`src/rtl/pce_pkg.sv`:
```
package pce_pkg;

    localparam int COEF_W = 32;
    localparam int TERM_W = 33;
    localparam int ACC_W  = 48;
    localparam int FRAC_W = 16;
    localparam int DEG_W  = 5;

    localparam logic signed [ACC_W-1:0]    ACC_MAX  = 48'sh7FFF_FFFF_FFFF;
    localparam logic signed [ACC_W-1:0]    ACC_MIN  = 48'sh8000_0000_0000;
    localparam logic signed [COEF_W-1:0]   COEF_MAX = 32'sh7FFF_FFFF;
    localparam logic signed [COEF_W-1:0]   COEF_MIN = 32'sh8000_0000;
    localparam logic [2*COEF_W-1:0]        RND_HALF = 64'h0000_0000_0000_8000;

    typedef enum logic [2:0] {
        CMD_ASSIGN   = 3'd0,
        CMD_ADD      = 3'd1,
        CMD_CLEAR    = 3'd2,
        CMD_EVAL     = 3'd3,
        CMD_INTEGRAL = 3'd4
    } pce_cmd_t;

    typedef struct packed {
        logic [2:0]               cmd;
        logic [4:0]               exponent;
        logic signed [COEF_W-1:0] coef_value;
        logic signed [COEF_W-1:0] point_a;
        logic signed [COEF_W-1:0] point_b;
    } pce_item_t;

    typedef struct packed {
        logic signed [ACC_W-1:0] value;
        logic [DEG_W-1:0]        degree;
        logic                    all_zero;
        logic                    flag;
    } pce_result_t;

    typedef struct packed {
        logic init;
        logic step;
    } pce_hctl_t;

    typedef enum logic [2:0] {
        HP_IDLE,
        HP_MUL,
        HP_RND,
        HP_ADD,
        HP_ABS
    } pce_hphase_t;

    typedef enum logic [3:0] {
        ST_IDLE,
        ST_ADD_WR,
        ST_SCAN,
        ST_RD,
        ST_LOAD,
        ST_DIV,
        ST_STEP,
        ST_RESP
    } pce_state_t;

endpackage

```
`src/rtl/pce_div.sv`:
```
module pce_div #(
    parameter int IW = 5
) (
    input  logic                              clk,
    input  logic                              rst_n,
    input  logic                              start,
    input  logic signed [pce_pkg::COEF_W-1:0] coef,
    input  logic [IW-1:0]                     idx,
    output logic                              done,
    output logic signed [pce_pkg::TERM_W-1:0] quot
);
    import pce_pkg::*;

    localparam int NUM_W = COEF_W + 1;
    localparam int RB    = 4;
    localparam int STEPS = (NUM_W + RB - 1) / RB;
    localparam int PAD_W = STEPS * RB;
    localparam int DW    = IW + 1;
    localparam int RW    = IW + 2;
    localparam int CW    = $clog2(STEPS);

    logic [PAD_W-1:0] num_reg;
    logic [PAD_W-1:0] q_reg;
    logic [DW-1:0]    rem_reg;
    logic [DW-1:0]    den_reg;
    logic [CW-1:0]    cnt_reg;
    logic             run_reg;
    logic             done_reg;
    logic             neg_reg;

    logic [COEF_W-1:0] mag;
    logic [NUM_W-1:0]  numer;
    logic [PAD_W-1:0]  num_v;
    logic [PAD_W-1:0]  q_v;
    logic [DW-1:0]     rem_v;
    logic [TERM_W-1:0] q_mag;

    // The rounded quotient round(|c| / i) is floor((2|c| + i) / 2i).
    assign mag   = coef[COEF_W-1] ? (~$unsigned(coef) + 1'b1) : $unsigned(coef);
    assign numer = {mag, 1'b0} + NUM_W'(idx);

    // Four restoring steps per cycle on a remainder only a few bits wide.
    always_comb
    begin
        logic [RW-1:0] trial;
        num_v = num_reg;
        q_v   = q_reg;
        rem_v = rem_reg;
        for (int k = 0; k < RB; k++)
        begin
            trial = {rem_v, num_v[PAD_W-1]};
            num_v = {num_v[PAD_W-2:0], 1'b0};
            if (trial >= {1'b0, den_reg})
            begin
                rem_v = DW'(trial - {1'b0, den_reg});
                q_v   = {q_v[PAD_W-2:0], 1'b1};
            end
            else
            begin
                rem_v = DW'(trial);
                q_v   = {q_v[PAD_W-2:0], 1'b0};
            end
        end
    end

    always_ff @(posedge clk or negedge rst_n)
    begin
        if (!rst_n)
        begin
            run_reg  <= 1'b0;
            done_reg <= 1'b0;
            cnt_reg  <= '0;
        end
        else if (start)
        begin
            run_reg  <= 1'b1;
            done_reg <= 1'b0;
            cnt_reg  <= '0;
        end
        else if (run_reg)
        begin
            if (cnt_reg == CW'(STEPS - 1))
            begin
                run_reg  <= 1'b0;
                done_reg <= 1'b1;
            end
            else
            begin
                cnt_reg <= cnt_reg + 1'b1;
            end
        end
        else
        begin
            done_reg <= 1'b0;
        end
    end

    always_ff @(posedge clk)
    begin
        if (start)
        begin
            num_reg <= PAD_W'(numer);
            q_reg   <= '0;
            rem_reg <= '0;
            den_reg <= {idx, 1'b0};
            neg_reg <= coef[COEF_W-1];
        end
        else if (run_reg)
        begin
            num_reg <= num_v;
            q_reg   <= q_v;
            rem_reg <= rem_v;
        end
    end

    assign q_mag = q_reg[TERM_W-1:0];
    assign quot  = neg_reg ? $signed(~q_mag + 1'b1) : $signed(q_mag);
    assign done  = done_reg;

endmodule

```
`config.mk`:
```
export PLATFORM = sky130hd
export DESIGN_NAME = pce_div
export DESIGN_NICKNAME = d
export VERILOG_FILES = /design/src/rtl/pce_pkg.sv /design/src/rtl/pce_div.sv
export SDC_FILE = /design/constraint.sdc
export NUM_CORES = 1
export LEC_CHECK = 0
export BUFFER_PORTS_ARGS = -buffer_cell sky130_fd_sc_hd__buf_2
export CAP_MARGIN = 25
export CORE_MARGIN = 2
export CORE_UTILIZATION = 60
export DETAILED_ROUTE_END_ITERATION = 8
export PLACE_DENSITY = 0.89
export SLEW_MARGIN = 5
export SYNTH_ARGS = -nofsm -noshare
export SYNTH_HDL_FRONTEND = slang
export SYNTH_SLANG_ARGS = --single-unit
```
`constraint.sdc`:
```
create_clock -name clk -period 9.1 [get_ports clk]
set_clock_uncertainty 0.2 [all_clocks]
set_input_delay 1.365 -clock clk [delete_from_list [all_inputs] [get_ports clk]]
set_output_delay 1.365 -clock clk [all_outputs]
set_load 0.02 [all_outputs]
```
[Word level (Yosys, flattened, before mapping)]
Index checks and enable logic that the tools add are counted.
Cells by class
  div/mod/pow operators: 0
  mux-type cells: 21
  shifts and indexed selects: 0
  bitwise logic cells: 2
  order comparisons: 4
  add/subtract/negate cells: 8
  multiply operators: 0
  eq/ne operators: 3
  reductions and logical operators: 2
Operator list (number)
  33-bit 2-to-1 mux: 3
  33-bit by 1-bit adder with 33-bit output (second input constant): 1
  33-bit by 5-bit adder with 33-bit output: 1
  33-bit NOT: 1
  32-bit by 1-bit adder with 32-bit output (second input constant): 1
  32-bit 2-to-1 mux: 1
  32-bit NOT: 1
  7-bit by 6-bit greater-or-equal comparator with 1-bit output: 4
  6-bit 2-to-1 mux: 4
  6-bit subtractor: 4
  4-bit 2-to-1 mux: 3
  1-bit 2-to-1 mux: 10
  4-bit by 1-bit adder with 4-bit output (second input constant): 1
  4-bit == test (second input constant): 1
  3-bit by 2-bit inequality test with 1-bit output (second input constant): 1
  2-bit inequality test (second input constant): 1
  2-bit AND reduction: 1
  2-bit nonzero test: 1
Word-level totals
  memories: 0
  RAM bits: 0
  input port bits: 40
  logic and storage cells: 49
  memory bits (read-only): 0
  latch bits: 0
  output and inout port bits: 34
  register bits: 87

[Logic depth before layout (Yosys ltp)]
  word-level depth: 8
  mapped depth: 35
  gate-level depth less buffers: 32

[Worst setup path before layout]
No wires, ideal clock.
  path type: reg2reg
  start: register den_reg[2]
  end: register rem_reg[2]
  cell stages (with the launch flop): 32
  clock period less this slack: 7.613 ns
  arrival time: 7.275 ns
  path buffers: 3
  data required time: 8.762 ns
  setup slack: 1.487 ns
  setup time: 0.138 ns
  cells stage by stage: edfxtp_1 > inv_1 > ha_1 > and4b_1 > a311oi_1 > and2_1 > clkbuf_1 > mux2_2 > fa_1 > nand2b_1 > a21oi_1 > o21a_1 > or3_1 > clkbuf_1 > mux2_2 > ha_1 > o21a_1 > o31a_1 > a311oi_1 > o211ai_1 > o21ai_1 > mux2i_1 > fa_1 > a21o_1 > a21oi_1 > nor2b_1 > nor3_1 > o31a_1 > and3_1 > clkbuf_1 > mux2i_1 > a211oi_1
On the way
  cells in the longest elaborated chain, start to end: 8
  elaborated cells between the ends (all ways): 12
  those cells by class: add/sub (4); order compare (4); mux (4)
Ends and longest elaborated chain
  start, declared: line pce_div.sv:25  | logic [DW-1:0] den_reg;
  start signal, assigned: line pce_div.sv:105  | den_reg <= {idx, 1'b0};
  6-bit subtractor or 7-bit by 6-bit greater-or-equal comparator with 1-bit output (tied branches): line pce_div.sv:55, pce_div.sv:53
  6-bit 2-to-1 mux: line pce_div.sv:53  | if (trial >= {1'b0, den_reg})
  6-bit subtractor or 7-bit by 6-bit greater-or-equal comparator with 1-bit output (tied branches): line pce_div.sv:55, pce_div.sv:53
  6-bit 2-to-1 mux: line pce_div.sv:53
  7-bit by 6-bit greater-or-equal comparator with 1-bit output or 6-bit subtractor (tied branches): line pce_div.sv:53, pce_div.sv:55
  6-bit 2-to-1 mux: line pce_div.sv:53
  6-bit subtractor or 7-bit by 6-bit greater-or-equal comparator with 1-bit output (tied branches): line pce_div.sv:55, pce_div.sv:53
  6-bit 2-to-1 mux *: line pce_div.sv:53
  end signal, assigned: line pce_div.sv:112  | rem_reg <= rem_v;
  end, declared: line pce_div.sv:24  | logic [DW-1:0] rem_reg;
Every way passes the cells marked *; elsewhere a longest branch is shown, timed or not.
A chain may end at the register's enable or synchronous reset.

[Worst setup path in the final report]
  start: register den_reg[2]
  end: register rem_reg[5]
On the way
  cells in the longest elaborated chain, start to end: 8
  elaborated cells between the ends (all ways): 12
  those cells by class: add/sub (4); order compare (4); mux (4)
Ends and longest elaborated chain (line)
  6-bit subtractor or 7-bit by 6-bit greater-or-equal comparator with 1-bit output (tied branches): pce_div.sv:55, pce_div.sv:53
  6-bit 2-to-1 mux: pce_div.sv:53
  6-bit subtractor or 7-bit by 6-bit greater-or-equal comparator with 1-bit output (tied branches): pce_div.sv:55, pce_div.sv:53
  6-bit 2-to-1 mux: pce_div.sv:53
  6-bit subtractor or 7-bit by 6-bit greater-or-equal comparator with 1-bit output (tied branches): pce_div.sv:55, pce_div.sv:53
  6-bit 2-to-1 mux: pce_div.sv:53
  6-bit subtractor or 7-bit by 6-bit greater-or-equal comparator with 1-bit output (tied branches): pce_div.sv:55, pce_div.sv:53
  6-bit 2-to-1 mux *: pce_div.sv:53
Marks and branches as above.

==> impl_metrics.json <==
{
  "outcome": "complete, no violations",
  "antenna_cells": 0,
  "postCtsSetupBuffers": 0,
  "cpPeakStageDelay_ps": 500,
  "fin_nets": 821,
  "p_per_area_nw_per_um2": 319,
  "syn2layout_area_growth_pct": 9.41,
  "relSlewSlack": 0.340,
  "clock-root-buffer": "clkbuf_8",
  "wl_um": 14900,
  "drt_pre_antenna_iters": 7,
  "fp.dieH_um": 109,
  "maxCapViolations": 0,
  "path_clk_slew_ps": 90,
  "synth_nets": 769,
  "final_util": 0.670,
  "worst_slew_pin_slew_ps": 990,
  "synth_cells": 696,
  "yosysSeqAreaShare": 0.327,
  "fin_crit_sh": 0.930,
  "yosys_most_used_dff": "dfxtp_1",
  "grt_pass1_wl_um": 24200,
  "fmax_mhz": 118,
  "cp.depth": 28,
  "clkLatencyLatePin_ps": 370,
  "hold_depth": 2,
  "ios": 74,
  "wl_per_cell_um": 16.6,
  "initial_core_util": 0.612,
  "grt_usage": 0.257,
  "synth_common_cells": "xnor2_1, nor2_1, dfxtp_1, mux2i_1, edfxtp_1",
  "leakagePower_uw": 0.00305,
  "critPathBufInv": 1,
  "io_buffers": 73,
  "p_comb_frac": 0.648,
  "hpwl_um": 11100,
  "fill_cells": 862,
  "ys_ff_latch": 87,
  "crit_slowest_cell": "edfxtp_1",
  "slew_viol_final": 0,
  "grt_setup_unrepaired": "false",
  "switching_power_uw": 993,
  "reg2regPathDepth": 28,
  "die_area_um2": 11900,
  "grt_max_degree": 90,
  "swShare": 0.431,
  "netlist.area_leader.share": 0.177,
  "grt_pass1_vias": 5161,
  "ant_nets": 0,
  "synth.distinct_cells": 69,
  "ff2ff_setup_slack_ps": 640,
  "endpoint_kind": "register",
  "layout-drive-gt1-share": 0.186,
  "cts_tree": "yes",
  "cts_num_sinks": 87,
  "cp.required_ps": 9110,
  "yosysWarnings": 0,
  "routed_via_density": 6.15,
  "p_clk_frac": 0.123,
  "synth_area_leader_cell": "edfxtp_1",
  "synth_area_leaders": "edfxtp_1, dfxtp_1, xnor2_1",
  "antenna_found_initial": 0,
  "gp_congestion": 0.891,
  "path_delay_family": "compound AO/OA/AOI/OAI gates",
  "cts_buffers": 9,
  "drtIter0Drc": 341,
  "vias": 5489,
  "finalSetupViolations": 0,
  "synth_area_um2": 6610,
  "core_um2": 10800,
  "yosysMostFrequentCell": "xnor2_1",
  "intPower_uw": 1310,
  "cts_max_level": 3,
  "drc": 0,
  "peakVddDrop_uv": 205,
  "synth-edff-count": 39,
  "setup-tns-final_ps": 0,
  "seqPwrFrac": 0.230,
  "hold_viol_final": 0,
  "cp-start-kind": "register",
  "finalCriticalPeriod_ps": 8460,
  "cts_buffer_depth": 2,
  "rows": 38,
  "worstPathArrival_ps": 8470,
  "crit_fanout": 11,
  "syn_area_per_cell_um2": 9.50,
  "crit_type": "reg2reg",
  "grt.overflow.total": 0,
  "largest_reg_flops": 36,
  "ys_async_sr_fraction": 0.0690,
  "min_path_type": "reg2reg",
  "die_x_um": 109
}
stage by stage:
step | power [µW] | instances | worst slack [ps] | hold WS, ps | cell area (µm²)
after detailed placement | 2000 | 876 | 677 | 289 | 7020
after global placement | 1970 | 876 | 892 | 261 | 7020
after floorplan | 1710 | 696 | 1490 | 256 | 6610
after CTS | 2290 | 892 | 635 | 309 | 7220
after global routing | 2460 | 893 | 78.7 | 336 | 7230
final | 2310 | 893 | 638 | 309 | 7230
layer usage:
metal | track usage | share of wire
met2 | 0.453 | 0.51
met5 | 0 | 0
met1 | 0.317 | 0.43
met3 | 0.0359 | 0.047
met4 | 0.104 | 0.020
power by group through the flow:
| stage | clock network (µW) | logic, µW | registers, µW |
|---|---|---|---|
| finish | 283 | 1490 | 529 |
| global route | 297 | 1630 | 537 |
| CTS | 286 | 1470 | 528 |
| detailed placement | 0 | 1460 | 536 |
| global placement | 0 | 1430 | 534 |
| floorplan | 0 | 1200 | 514 |
layout make-up:
class                      count  area, µm²  share of cell area
inverter                      24       90.1              0.0125
tap                          140        175              0.0242
timing repair buffer          76        385              0.0533
clock inverter                 4       51.3             0.00709
clock buffer                  12        155              0.0215
sequential                    87       2160               0.299
multi-input combinational    550       4210               0.582
worst min-delay path, cell delays in order (launching register included):
cell,delay [ps]
edfxtp_1,340
mux2i_1,70
nor2_1,70
cells in the final DEF (no fill, tap or decap), types with 13 or more instances in the layout:
| master | instances |
|---|---|
| a21oi_1 | 16 |
| o31ai_1 | 19 |
| mux2_2 | 23 |
| o41ai_1 | 13 |
| dfxtp_1 | 42 |
| nor2_1 | 67 |
| xnor2_1 | 71 |
| buf_2 | 73 |
| edfxtp_1 | 39 |
| xor2_1 | 26 |
| ha_1 | 28 |
| o21ai_0 | 25 |
| inv_1 | 23 |
| nand2_1 | 36 |
| mux2i_1 | 42 |
logic make-up (layout without fill, tap and decap cells):
logic type               after synthesis  after routing  share of synthesized area
AO/OA/AOI/OAI                        127            127                      0.138
XOR/XNOR                              97             97                      0.129
adder cells (fa/ha/maj)               33             33                     0.0682
buffers and inverters                 59            116                     0.0363
flip-flops                            87             87                      0.327
multiplexers                          65             65                      0.103
AND/OR/NAND/NOR                      228            228                      0.199
final timing paths:
| path | to | from |
|---|---|---|
| setup reg to reg | rem_reg[5] | den_reg[2] |
| min in group asynchronous | cnt_reg[0] | rst_n |
| max in group asynchronous | run_reg | rst_n |
| hold / removal | num_reg[35] | num_reg[31] |
| setup / recovery | rem_reg[5] | den_reg[2] |
| hold reg to reg | num_reg[35] | num_reg[31] |
timing repair:
| action | 4_1_cts | 5_1_grt |
|---|---|---|
| endpoints found under the setup margin | 0 | 3 |
| resized for setup | 0 | 1 |
| hold buffers | 0 | 0 |
Note: power is estimated with default switching activity, not from simulation.
