`src/rtl/pce_pkg.sv`:
```
package pce_pkg;

    localparam int COEF_W = 32;
    localparam int TERM_W = 33;
    localparam int ACC_W  = 48;
    localparam int FRAC_W = 16;
    localparam int DEG_W  = 5;

    localparam logic signed [ACC_W-1:0]    ACC_MAX  = 48'sh7FFF_FFFF_FFFF;
    localparam logic signed [ACC_W-1:0]    ACC_MIN  = 48'sh8000_0000_0000;
    localparam logic signed [COEF_W-1:0]   COEF_MAX = 32'sh7FFF_FFFF;
    localparam logic signed [COEF_W-1:0]   COEF_MIN = 32'sh8000_0000;
    localparam logic [2*COEF_W-1:0]        RND_HALF = 64'h0000_0000_0000_8000;

    typedef enum logic [2:0] {
        CMD_ASSIGN   = 3'd0,
        CMD_ADD      = 3'd1,
        CMD_CLEAR    = 3'd2,
        CMD_EVAL     = 3'd3,
        CMD_INTEGRAL = 3'd4
    } pce_cmd_t;

    typedef struct packed {
        logic [2:0]               cmd;
        logic [4:0]               exponent;
        logic signed [COEF_W-1:0] coef_value;
        logic signed [COEF_W-1:0] point_a;
        logic signed [COEF_W-1:0] point_b;
    } pce_item_t;

    typedef struct packed {
        logic signed [ACC_W-1:0] value;
        logic [DEG_W-1:0]        degree;
        logic                    all_zero;
        logic                    flag;
    } pce_result_t;

    typedef struct packed {
        logic init;
        logic step;
    } pce_hctl_t;

    typedef enum logic [2:0] {
        HP_IDLE,
        HP_MUL,
        HP_RND,
        HP_ADD,
        HP_ABS
    } pce_hphase_t;

    typedef enum logic [3:0] {
        ST_IDLE,
        ST_ADD_WR,
        ST_SCAN,
        ST_RD,
        ST_LOAD,
        ST_DIV,
        ST_STEP,
        ST_RESP
    } pce_state_t;

endpackage

```
`src/rtl/pce_horner.sv`:
```
module pce_horner (
    input  logic                              clk,
    input  logic                              rst_n,
    input  pce_pkg::pce_hctl_t                ctl,
    input  logic signed [pce_pkg::COEF_W-1:0] x,
    input  logic signed [pce_pkg::TERM_W-1:0] term,
    output logic                              done,
    output logic signed [pce_pkg::ACC_W-1:0]  acc,
    output logic                              sat
);
    import pce_pkg::*;

    localparam int MAG_W = ACC_W + 1;

    pce_hphase_t phase_reg, phase_next;
    logic        sat_reg, sat_next;

    logic [COEF_W-1:0]        mx_reg;
    logic                     x_neg_reg;
    logic [ACC_W-1:0]         ma_reg;
    logic                     acc_neg_reg;
    logic signed [ACC_W-1:0]  acc_reg;
    logic signed [ACC_W-1:0]  prod_reg;
    logic signed [TERM_W-1:0] term_reg;
    logic [ACC_W-1:0]         ph_reg;
    logic [2*COEF_W-1:0]      pl_reg;

    logic [ACC_W-1:0]        ph_w;
    logic [2*COEF_W-1:0]     pl_w;
    logic                    prod_neg;
    logic [MAG_W-1:0]        limit;
    logic [ACC_W-1:0]        rnd;
    logic [MAG_W-1:0]        mag_raw;
    logic [MAG_W-1:0]        mag;
    logic                    mul_sat;
    logic signed [ACC_W-1:0] prod_w;
    logic signed [MAG_W-1:0] sum;
    logic                    add_sat;
    logic signed [ACC_W-1:0] sum_clip;
    logic [COEF_W-1:0]       x_mag;
    logic [ACC_W-1:0]        acc_mag;

    // The 48 x 32 product is split into two partial products of at most 32 x 32.
    assign ph_w = ma_reg[ACC_W-1:COEF_W] * mx_reg;
    assign pl_w = ma_reg[COEF_W-1:0] * mx_reg;

    // Magnitude rounding then sign gives round to nearest, ties away from zero.
    assign prod_neg = acc_neg_reg ^ x_neg_reg;
    assign limit    = {1'b0, prod_neg, {(ACC_W-1){~prod_neg}}};
    assign rnd      = ACC_W'((pl_reg + RND_HALF) >> FRAC_W);
    assign mag_raw  = MAG_W'({ph_reg[COEF_W-1:0], {FRAC_W{1'b0}}}) + MAG_W'(rnd);
    assign mul_sat  = (|ph_reg[ACC_W-1:COEF_W]) || (mag_raw > limit);
    assign mag      = mul_sat ? limit : mag_raw;
    assign prod_w   = ACC_W'(prod_neg ? (~mag + 1'b1) : mag);

    assign sum      = MAG_W'(prod_reg) + MAG_W'(term_reg);
    assign add_sat  = (sum > MAG_W'(ACC_MAX)) || (sum < MAG_W'(ACC_MIN));
    assign sum_clip = add_sat ? (sum[MAG_W-1] ? ACC_MIN : ACC_MAX) : sum[ACC_W-1:0];

    assign x_mag   = x[COEF_W-1] ? (~$unsigned(x) + 1'b1) : $unsigned(x);
    assign acc_mag = acc_reg[ACC_W-1] ? (~$unsigned(acc_reg) + 1'b1) : $unsigned(acc_reg);

    always_comb
    begin
        phase_next = phase_reg;
        sat_next   = sat_reg;
        if (ctl.init)
        begin
            phase_next = HP_IDLE;
            sat_next   = 1'b0;
        end
        else
        begin
            unique case (phase_reg)
                HP_IDLE:
                begin
                    if (ctl.step)
                    begin
                        phase_next = HP_MUL;
                    end
                end
                HP_MUL:
                begin
                    phase_next = HP_RND;
                end
                HP_RND:
                begin
                    phase_next = HP_ADD;
                    sat_next   = sat_reg | mul_sat;
                end
                HP_ADD:
                begin
                    phase_next = HP_ABS;
                    sat_next   = sat_reg | add_sat;
                end
                HP_ABS:
                begin
                    phase_next = HP_IDLE;
                end
                default:
                begin
                    phase_next = HP_IDLE;
                end
            endcase
        end
    end

    always_ff @(posedge clk or negedge rst_n)
    begin
        if (!rst_n)
        begin
            phase_reg <= HP_IDLE;
            sat_reg   <= 1'b0;
        end
        else
        begin
            phase_reg <= phase_next;
            sat_reg   <= sat_next;
        end
    end

    always_ff @(posedge clk)
    begin
        if (ctl.init)
        begin
            mx_reg      <= x_mag;
            x_neg_reg   <= x[COEF_W-1];
            acc_reg     <= '0;
            ma_reg      <= '0;
            acc_neg_reg <= 1'b0;
        end
        else
        begin
            if (ctl.step)
            begin
                term_reg <= term;
            end
            unique case (phase_reg)
                HP_MUL:
                begin
                    ph_reg <= ph_w;
                    pl_reg <= pl_w;
                end
                HP_RND:
                begin
                    prod_reg <= prod_w;
                end
                HP_ADD:
                begin
                    acc_reg <= sum_clip;
                end
                HP_ABS:
                begin
                    ma_reg      <= acc_mag;
                    acc_neg_reg <= acc_reg[ACC_W-1];
                end
                default:
                begin
                end
            endcase
        end
    end

    assign done = (phase_reg == HP_ABS);
    assign acc  = acc_reg;
    assign sat  = sat_reg;

endmodule

```
`config.mk`:
```
export PLATFORM = sky130hd
export DESIGN_NAME = pce_horner
export DESIGN_NICKNAME = d
export VERILOG_FILES = /design/src/rtl/pce_pkg.sv /design/src/rtl/pce_horner.sv
export SDC_FILE = /design/constraint.sdc
export NUM_CORES = 2
export LEC_CHECK = 0
export ABC_AREA = 1
export ABC_CLOCK_PERIOD_IN_PS = 7250
export BUFFER_PORTS_ARGS = -buffer_cell sky130_fd_sc_hd__buf_4
export CAP_MARGIN = 15
export CORE_MARGIN = 2
export CORE_UTILIZATION = 61
export CTS_BUF_LIST = sky130_fd_sc_hd__clkbuf_8
export DETAILED_ROUTE_END_ITERATION = 10
export GPL_TIMING_DRIVEN = 0
export PLACE_DENSITY = 0.81
export RECOVER_POWER = 100
export SLEW_MARGIN = 40
export SYNTH_ARGS = -nofsm -noshare
export SYNTH_HDL_FRONTEND = slang
export SYNTH_SLANG_ARGS = --single-unit
export TNS_END_PERCENT = 100
```
`constraint.sdc`:
```
create_clock -name clk -period 7.25 [get_ports clk]
set_clock_uncertainty 0.1 [all_clocks]
set_input_delay 1.45 -clock clk [delete_from_list [all_inputs] [get_ports clk]]
set_output_delay 1.45 -clock clk [all_outputs]
set_load 0.01 [all_outputs]
```
Word-level counts from Yosys, hierarchy flattened --
Index checks and enable logic that the tools add are counted.
Operators by class: $add $sub $neg 6, $mul 2, order comparisons 3, equal/unequal tests 5, muxes and demuxes 11, bitwise gates (word level) 8, reduce and logical (&&, ||, !) cells 8
Operators with widths (number):
- 48-bit 2-to-1 mux | 5
- 48-bit by 1-bit adder with 48-bit output (second input constant) | 2
- 48-bit NOT | 2
- 64-bit by 16-bit adder with 64-bit output (second input constant) | 1
- 32-bit by 32-bit multiplier with 64-bit output | 1
- 48-bit by 33-bit adder with 49-bit output | 1
- 48-bit by 48-bit adder with 49-bit output | 1
- 49-bit by 48-bit > comparator with 1-bit output | 1
- 49-bit by 48-bit > comparator with 1-bit output (second input constant) | 1
- 49-bit by 48-bit less-than comparator with 1-bit output (second input constant) | 1
- 16-bit by 32-bit multiplier with 48-bit output | 1
- 32-bit by 1-bit adder with 32-bit output (second input constant) | 1
- 32-bit NOT | 1
- 31-bit 2-to-1 mux | 1
- 16-bit OR reduction | 1
- 3-bit case mux with 4 select lines | 1
- 3-bit by 2-bit equality test with 1-bit output (second input constant) | 2
- 3-bit 2-to-1 mux | 2
- 2-bit AND reduction | 3
- 3-bit by 1-bit equality test with 1-bit output (second input constant) | 1
- 3-bit equality test (second input constant) | 1
- 3-bit zero test | 1
- 3-bit inequality test (second input constant) | 1
- 3-bit nonzero test | 1
- other kinds (6) | 9
Word-level totals: register bits 327, input bits 69, output and inout port bits 50, word-level logic and storage cells 55

Depth between registers and ports, before layout --
depth in word-level cells 8, gate-level depth with buffers 55, mapped depth without buffers 52

Worst setup path after synthesis --
No wires, ideal clock.
path type input to register, start point in ctl[1] (netlist name), end point reg ph_reg[0], enable pin, data arrival time 8342 ps, required time 6479 ps, path slack -1863 ps, stages 4, path through clkbuf_1 > nor2_1 > inv_1 > nor3_1
On the way: longest elaborated chain between the ends 2
RTL lines:
- start: declaration | RTL line pce_horner.sv:4 | input pce_pkg::pce_hctl_t ctl,
- 1-bit NOT (no source line)
- 2-bit AND reduction (no source line)
- end signal: assignment | RTL line pce_horner.sv:141 | ph_reg <= ph_w;
- end: declaration | RTL line pce_horner.sv:25 | logic [ACC_W-1:0] ph_reg;
Every way passes these cells. A chain may end at the register's enable or synchronous reset.

Final worst setup path --
start point reg mx_reg[2], end point reg pl_reg[59], data pin
On the way: longest elaborated chain between the ends 1
RTL lines:
- start: declaration | RTL line pce_horner.sv:18 | logic [COEF_W-1:0] mx_reg;
- start signal: assignment | RTL line pce_horner.sv:126 | mx_reg <= x_mag;
- 32-bit by 32-bit multiplier with 64-bit output | RTL line pce_horner.sv:45 | assign pl_w = ma_reg[COEF_W-1:0] * mx_reg;
- via pl_w[59] | RTL line pce_horner.sv:29 | logic [2*COEF_W-1:0] pl_w;
- end signal: assignment | RTL line pce_horner.sv:142 | pl_reg <= pl_w;
- end: declaration | RTL line pce_horner.sv:26 | logic [2*COEF_W-1:0] pl_reg;
The timed path passes the listed nets, and every way through them passes these cells.

==> metrics.yaml <==
route.detailed.wl_per_inst_um: 27.7
path_common_cell: "fa_1"
power.total_uw: 8150
yosys.area.top_type: "fa_1"
cp_max_fo: 5
synth_cells: 9061
vdd_ir_drop_max_v: 0.000207
largest_reg_flops: 49
max_slew_margin_pct: -102
dieWidth_um: 345
failed_checks: "max-capacitance violations, max-slew violations, negative setup slack"
rr_worst_depth: 30
worst_path_max_delay_cell: "fa_2"
synthTopCellsByArea: "fa_1 37%, inv_1 12%, nand2_1 12%"
synth_edf_count: 211
via_per_inst: 6.08
place.gp.congestion: 1.11
setup_ws_ps: -467
synthesis.area_mm2: 0.0708
cap_violations: 1
nNetsFinal: 11400
firstDrtPassIters: 7
cp-start-kind: "flop"
grt_pass1_wl_um: 434000
die_h_um: 345
p_leak_uw: 0.0417
drt_iter0_markers: 8307
maxSlewViolCount: 35
drive_above_1_share_pct: 16.8
status: "complete, but fails checks"
grt_setup_unrepaired: "yes"
wirelength_um: 307000
yosys_warnings: 0
overflow: 0
coreArea_mm2: 0.115
reg2reg_slack_ps: -470
setup_violations: 85
fin_crit_sh_pct: 106
clock-sinks: 312
min_from: "acc_neg_reg$_SDFFE_PP0P_"
yosys.area.top_type_share_pct: 37.2
synthXorXnorAreaFrac_pct: 3.23
cts_root_buf: "clkbuf_8"
ys_seq_elements: 312
criticalPathCategory: "flop to flop"
ys.flop_type: "edfxtp_1"
num_rows: 124
period_minus_slack_ps: 7720
die-area_mm2: 0.119
cts_buffers: 56
path_clk_slew_ps: 70
start_util_pct: 61.7
area_growth_pct: 18.7
min_to: "acc_neg_reg$_SDFFE_PP0P_"
portBuffers: 118
dp_hpwl_um: 239000
antenna_found_initial: 31
cp-end-kind: "flop"
vias: 67400
cts_tree: "done"
path_buf_inv: 12
worst_ep_arrival_time_ps: 8210
clockBufferDepth: 3
ant_nets: 0
synth_top_family_by_area: "adder cells"
hold_viol_final: 0
slowest_delay_ps: 590
clock.fmax_mhz: 130
h-tree-depth: 2
cts_hold_buf: 0
track_usage_pct: 51.3
insertion_delay_ps: 810
ys_async_sr_fraction_pct: 1.28
powerDensity_mw_per_mm2: 97.0
crit_family: "adder cells"
tightest_slew_ps: 3020
r2r_end: "pl_reg[59]$_DFFE_PP_"
grt_pass1_vias: 67000
ios: 119
synth_area_per_cell_um2: 7.81
synthAdderAreaFrac_pct: 46.2
grt_max_degree: 35
r2r_start: "mx_reg[2]$_DFFE_PP_"
ys_types: 60
cp.required_ps: 7750
place_ws_ps: -2010
synth_compound_area_share_pct: 6.46
synth.area.mux_share_pct: 0.0301
syn_nets: 11000
hold_depth: 2
synth-simple-area-share_pct: 17.6
hold_path.class: "flop to flop"
drc: 0
ys_seq_area_share_pct: 11.8
logic make-up (layout without fill, tap and decap cells):
family                   after synthesis  after routing
AO/OA/AOI/OAI                        817            817
XOR/XNOR                             261            261
adder cells (fa/ha/maj)             1827           1827
buffers and inverters               2731           3219
flip-flops                           312            312
multiplexers                           2              2
other                                  0             23
AND/OR/NAND/NOR                     3111           3111
metal layers:
metal  GRT usage (%)  wire length [um]  part of all wire, %  vias up
met5            3.61               948                 0.31        -
met4            38.1             29300                  9.5       42
met3            24.9             49900                   16     1507
met2            70.9            123000                   40     5264
met1            61.4            104000                   34    32800
li1                -                 -                    -    27800
worst reg2reg max path, delay by kind of cell, from the launching register on:
| family | cells | cell delay, ps |
|---|---|---|
| adder cells (fa/ha/maj) | 9 | 4380 |
| buffers and inverters | 12 | 1050 |
| AO/OA/AOI/OAI | 3 | 710 |
| AND/OR/NAND/NOR | 5 | 610 |
| flip-flops | 1 | 380 |
| XOR/XNOR | 1 | 260 |
synth_stat cells, types with 18 or more instances:
cell type,number
inv_1,2307
nand2_1,2253
fa_1,1315
ha_1,512
nor2_1,449
a21oi_1,362
clkbuf_1,340
o21ai_0,242
edfxtp_1,211
nand3_1,190
xor2_1,171
dfxtp_1,97
xnor2_1,90
nor3_1,63
buf_1,54
nand4_1,53
a31oi_1,49
nor4_1,35
o21a_1,32
a211oi_1,21
o221ai_1,19
o21ai_1,18
worst max-delay path by stage:
| stage | start | endpoint | cells after the start |
|---|---|---|---|
| after floorplan | mx_reg[9]$_DFFE_PP_ | pl_reg[57]$_DFFE_PP_ | 26 |
| after global placement | mx_reg[13]$_DFFE_PP_ | pl_reg[59]$_DFFE_PP_ | 26 |
| after detailed placement | ma_reg[19]$_SDFFE_PP0P_ | pl_reg[57]$_DFFE_PP_ | 28 |
| after CTS | mx_reg[13]$_DFFE_PP_ | pl_reg[61]$_DFFE_PP_ | 27 |
| after global routing | mx_reg[0]$_DFFE_PP_ | ph_reg[44]$_DFFE_PP_ | 28 |
| final | mx_reg[2]$_DFFE_PP_ | pl_reg[59]$_DFFE_PP_ | 30 |
power by group:
part           internal [uW]  leakage (uW)  switching [uW]
combinational           1450        0.0382            2740
clock                    929      0.000666             901
sequential              2020       0.00283             121
total                   4390        0.0417            3760
metrics by stage:
step           area (um2)  utilization [%]  std cells  hold WS, ps  TNS [ps]
6_report            84000             73.3      11100          397    -13650
5_1_grt             84000             73.3      11100          447    -30960
4_1_cts             81500             71.1      11000          341     -9470
3_5_place_dp        74000             64.5      10700          380   -133620
3_3_place_gp        73600             64.2      10700          374   -228310
2_1_floorplan       70800                -       9061          354         0
cells in the final DEF (no fill, tap or decap), types with 36 or more instances in the layout:
cell type / synthesis / final
inv_1: 2307 / 2206
nand2_1: 2253 / 2109
clkbuf_2: 0 / 61
a21oi_2: 2 / 36
edfxtp_1: 211 / 211
o21ai_0: 242 / 195
nand2_4: 2 / 52
o21ai_2: 1 / 40
nand3_2: 7 / 54
buf_4: 6 / 278
nor2_4: 3 / 51
ha_4: 0 / 38
nand3_1: 190 / 100
inv_2: 8 / 122
clkbuf_4: 0 / 84
ha_1: 512 / 463
nor3_1: 63 / 49
a21oi_1: 362 / 297
clkbuf_16: 0 / 40
nand4_1: 53 / 53
buf_12: 0 / 42
nor2_2: 12 / 52
xor2_1: 171 / 142
fa_1: 1315 / 1269
xnor2_1: 90 / 79
fa_2: 0 / 46
a31oi_1: 49 / 36
dfxtp_1: 97 / 56
nand2_2: 10 / 101
nor2_1: 449 / 361
buf_6: 1 / 74
clkbuf_8: 0 / 105
clkbuf_1: 340 / 133
nand3_4: 0 / 43
what timing repair did:
item / in CTS / in global routing
endpoints found under the setup margin: 123 / 103
buffers inserted: 195 / 109
pin swaps: 227 / 301
resized for setup: 1279 / 614
cloned: 5 / 4
final cells by class:
cell class,instances,area (um2)
multi-input combinational,6018,56300
inverter,2316,8720
clock inverter,41,330
tap,1512,1890
fill,8732,30600
buffer,365,3750
sequential,312,8470
antenna,23,57.6
timing repair buffer,436,3650
clock buffer,61,840
(Power assumes the default switching activity.)
